`src/rtl/double_ended_queue_macros.svh`:
```
// Assertion macros for the double-ended queue.
`ifndef DOUBLE_ENDED_QUEUE_MACROS_SVH
`define DOUBLE_ENDED_QUEUE_MACROS_SVH

`ifndef ASSERT_OFF
`define DEQ_ASSERT_IMPL(label, clk, rst, antecedent, consequent, msg) \
  label: assert property (@(posedge clk) disable iff (rst) \
    (antecedent) |-> (consequent)) else $error(msg);
`define DEQ_ASSERT_NEXT(label, clk, rst, antecedent, consequent, msg) \
  label: assert property (@(posedge clk) disable iff (rst) \
    (antecedent) |=> (consequent)) else $error(msg);
`else
`define DEQ_ASSERT_IMPL(label, clk, rst, antecedent, consequent, msg)
`define DEQ_ASSERT_NEXT(label, clk, rst, antecedent, consequent, msg)
`endif

`endif

```
`src/rtl/deq_pkg.sv`:
```
// Shared types, constants and index helpers for the double-ended queue.
package deq_pkg;

  localparam int DEPTH = 64;
  localparam int IDX_W = (DEPTH > 1) ? $clog2(DEPTH) : 1;
  localparam int CNT_W = 7;
  localparam int WORD_W = 64;

  localparam logic [WORD_W-1:0] MOST_NEGATIVE = {1'b1, {(WORD_W-1){1'b0}}};

  typedef enum logic [1:0] {
    OP_PUSH_BACK  = 2'd0,
    OP_PUSH_FRONT = 2'd1,
    OP_POP_BACK   = 2'd2,
    OP_POP_FRONT  = 2'd3
  } op_t;

  typedef enum logic [1:0] {
    ST_OK    = 2'd0,
    ST_EMPTY = 2'd1,
    ST_FULL  = 2'd2
  } status_t;

  typedef struct packed {
    logic load;
    logic exec;
  } deq_cmd_t;

  function automatic logic [IDX_W-1:0] idx_inc(input logic [IDX_W-1:0] i);
    return (i == IDX_W'(DEPTH - 1)) ? '0 : i + IDX_W'(1);
  endfunction

  function automatic logic [IDX_W-1:0] idx_dec(input logic [IDX_W-1:0] i);
    return (i == '0) ? IDX_W'(DEPTH - 1) : i - IDX_W'(1);
  endfunction

endpackage

```
`src/rtl/deq_ctrl.sv`:
```
// Controller state machine for the double-ended queue.
module deq_ctrl (
  input  logic              clk,
  input  logic              rst,
  input  logic              start,
  output logic              busy,
  output logic              done,
  output deq_pkg::deq_cmd_t cmd
);

  typedef enum logic [2:0] {
    S_IDLE = 3'b001,
    S_EXEC = 3'b010,
    S_RESP = 3'b100
  } state_t;

  state_t state;
  state_t state_next;

  always_comb begin
    state_next = state;
    unique case (state)
      S_IDLE: if (start) state_next = S_EXEC;
      S_EXEC: state_next = S_RESP;
      S_RESP: state_next = S_IDLE;
      default: state_next = S_IDLE;
    endcase
  end

  always_ff @(posedge clk) begin
    if (rst) begin
      state <= S_IDLE;
    end else begin
      state <= state_next;
    end
  end

  assign busy     = (state != S_IDLE);
  assign done     = (state == S_RESP);
  assign cmd.load = (state == S_IDLE) && start;
  assign cmd.exec = (state == S_EXEC);

endmodule

```
`config.mk`:
```
export PLATFORM = sky130hd
export DESIGN_NAME = deq_ctrl
export DESIGN_NICKNAME = d
export VERILOG_FILES = /design/src/rtl/double_ended_queue_macros.svh /design/src/rtl/deq_pkg.sv /design/src/rtl/deq_ctrl.sv
export SDC_FILE = /design/constraint.sdc
export NUM_CORES = 1
export LEC_CHECK = 0
export BUFFER_PORTS_ARGS = -buffer_cell sky130_fd_sc_hd__buf_2
export CORE_AREA = 2 2 39 41
export DETAILED_ROUTE_END_ITERATION = 16
export DIE_AREA = 0 0 41 43
export PLACE_DENSITY = 0.35
export SYNTH_ARGS = -nofsm -noshare
export SYNTH_HDL_FRONTEND = slang
export SYNTH_SLANG_ARGS = --single-unit
```
`constraint.sdc`:
```
create_clock -name clk -period 0.85 [get_ports clk]
set_input_delay 0.1275 -clock clk [delete_from_list [all_inputs] [get_ports clk]]
set_output_delay 0.1275 -clock clk [all_outputs]
set_load 0.01 [all_outputs]
```
==> impl_metrics.json <==
{
  "post_cts_buffers": 0,
  "synth_top_family_by_area": "simple AND/OR/NAND/NOR gates",
  "p_leak_nw": 0.134,
  "p_per_area_nw_per_um2": 1720,
  "rsz0062_at_grt": "yes",
  "ys_types": 12,
  "violations": "setup timing",
  "fill_cells": 154,
  "max-cap-violations": 0,
  "syn_area_sq_um": 140,
  "grt_start_max_net_pins": 6,
  "critPathArrivalTime_ns": 1.14,
  "synthCells": 15,
  "clkSinkCount": 3,
  "synth_area_leaders": "dfxtp_1 (43%), nand2b_1 (8.9%), or3b_4 (8.0%), a211o_1 (6.3%), buf_4 (5.4%)",
  "reg2reg_slack_ns": -0.15,
  "insertion_delay_ns": 0.23,
  "tightest_slew_ns": 0.205,
  "ys_seq_elements": 3,
  "synth_compound_area_share_pct": 6.25,
  "seq_area_frac_synth_pct": 42.9,
  "area_growth_pct": 110,
  "totalWireLength_um": 420,
  "yosys.area_share.simple_pct": 42.9,
  "top_regs": "state x3",
  "die_h_um": 43,
  "hold_path_class": "in -> reg",
  "synthArstFlopShare_pct": 0,
  "drv_slew": 0,
  "first_pass_iters": 2,
  "core.rowCount": 14,
  "fin_area_sq_um": 294,
  "grt_remaining_overflow": 0,
  "gp_congestion": 0.550,
  "reg2reg_to": "state[0]",
  "skew_ns": 0.00186,
  "synthTopCellsByCount": "dfxtp_1 (3), nand2b_1 (2)",
  "postCtsHoldBufs": 0,
  "start_kind": "register",
  "synth_warnings": 0,
  "largest_register_ffs": 3,
  "drc": 0,
  "regMostFlops": "state",
  "start_util_pct": 10.1,
  "placed_area_sq_um": 220,
  "r2r_start": "state[0]",
  "yosys.area_share.adder_pct": 0,
  "finalHoldViolations": 0,
  "n_antenna_cell": 0,
  "grt_pass1_vias": 146,
  "status": "finished with violations",
  "die_w_um": 41,
  "synth_top_area_share_pct": 42.9,
  "grt_pass1_wl_um": 703,
  "path_class": "reg -> out",
  "synth.net_count": 18,
  "synthFlopType": "dfxtp_1",
  "root_buffer": "clkbuf_4",
  "synth-xor-area-share_pct": 0,
  "vdd_ir_drop_max_mv": 0.467,
  "end_kind": "primary output",
  "drive_gt1_share_pct": 78.6,
  "htree_levels": 1,
  "ff2ff_path_depth": 3,
  "crit_start": "state[2]",
  "ant_nets": 0,
  "final.setup.tns_ns": -1.59,
  "core_sq_um": 1380,
  "worst_slack_ns": -0.416,
  "crit_fanout": 2,
  "grt_usage_pct": 6.62,
  "fin_crit_sh_pct": 149,
  "vias_per_cell": 3.55,
  "whs_ns": 0.121,
  "dp_slack_ns": -0.205,
  "first_iter_violations": 2,
  "avgSynthCellArea_sq_um": 9.34,
  "vias": 156,
  "maxSlewHeadroom_pct": 86.2,
  "die-area_sq_um": 1760,
  "required_ns": 0.72,
  "clk_pin_slew_worst_paths_ns": 0.04,
  "synth_top_area_cell": "dfxtp_1",
  "finalCriticalPeriod_ns": 1.27,
  "synth-edff-count": 0,
  "cts_tree": "yes",
  "fin_nets": 32,
  "clockBufferDepth": 2,
  "post-synth-top-count-cell": "dfxtp_1",
  "max_freq_mhz": 790,
  "cts_buffers": 3,
  "endpoint": "cmd[1]",
  "io_buffers": 6,
  "ios": 7,
  "synthMuxAreaShare_pct": 0,
  "setup_viol": 6,
  "antenna_found_initial": 0,
  "wire_per_inst_um": 9.55
}
-- worst min path at each step --
stage / start / end / slack (ns) / cells past startpoint
2_1_floorplan: rst / state[1] / 0.20 / 1
3_3_place_gp: rst / state[1] / 0.33 / 2
3_5_place_dp: rst / state[1] / 0.34 / 2
4_1_cts: rst / state[2] / 0.11 / 2
5_1_grt: rst / state[2] / 0.12 / 2
6_report: rst / state[2] / 0.12 / 2
-- cell type report --
| type | instances | area [sq um] | share of cell area (%) |
|---|---|---|---|
| sequential | 3 | 63.8 | 21.7 |
| tap | 16 | 20.0 | 6.81 |
| inverter | 1 | 3.75 | 1.28 |
| timing repair buffer | 10 | 70.1 | 23.8 |
| multi-input combinational | 10 | 110 | 37.4 |
| clock buffer | 4 | 26.3 | 8.94 |
-- critical path: stages (launching register included) --
cell and delay, ns:
dfxtp_2 0.31, or3b_4 0.41, nor2_4 0.09, buf_6 0.10
-- layout by cell type, fill, tap and decap left out, drive strengths merged --
| cell type | instances |
|---|---|
| nor2 | 2 |
| nor4 | 1 |
| dfxtp | 3 |
| buf | 10 |
| clkbuf | 4 |
| nor3 | 1 |
| nand3b | 1 |
| nor3b | 1 |
| nand2b | 2 |
| inv | 1 |
| or3b | 1 |
| a211o | 1 |
-- where the power goes --
part	switching, mW	internal [mW]
clock network	0.0753	0.176
registers	0.00347	0.150
logic	0.0468	0.0534
-- cells by family (layout without fill, tap and decap cells) --
group / Yosys count / after routing
simple gates: 9 / 9
flops: 3 / 3
buf+inv: 2 / 15
compound gates: 1 / 1
-- what timing repair did --
action / 4_1_cts / 5_1_grt
endpoints found under the hold margin: 0 / 0
setup endpoints to repair: 7 / 7
resized for setup: 7 / 2
pin swaps: 4 / 0
-- metrics by stage --
| stage | util (%) | power, mW | cells |
|---|---|---|---|
| 3_5_place_dp | 15.9 | 0.233 | 40 |
| 4_1_cts | 20.7 | 0.519 | 44 |
| 5_1_grt | 21.2 | 0.546 | 44 |
| 3_3_place_gp | 15.9 | 0.233 | 40 |
| 2_1_floorplan | - | 0.201 | 15 |
| 6_report | 21.2 | 0.505 | 44 |
-- per-layer routing --
metal	GRT usage (%)	share of wire (%)
met2	7.19	46
met5	0	0
met1	8.01	41
met4	6.00	0
met3	4.71	13
Note: power is estimated with default switching activity, not from simulation.
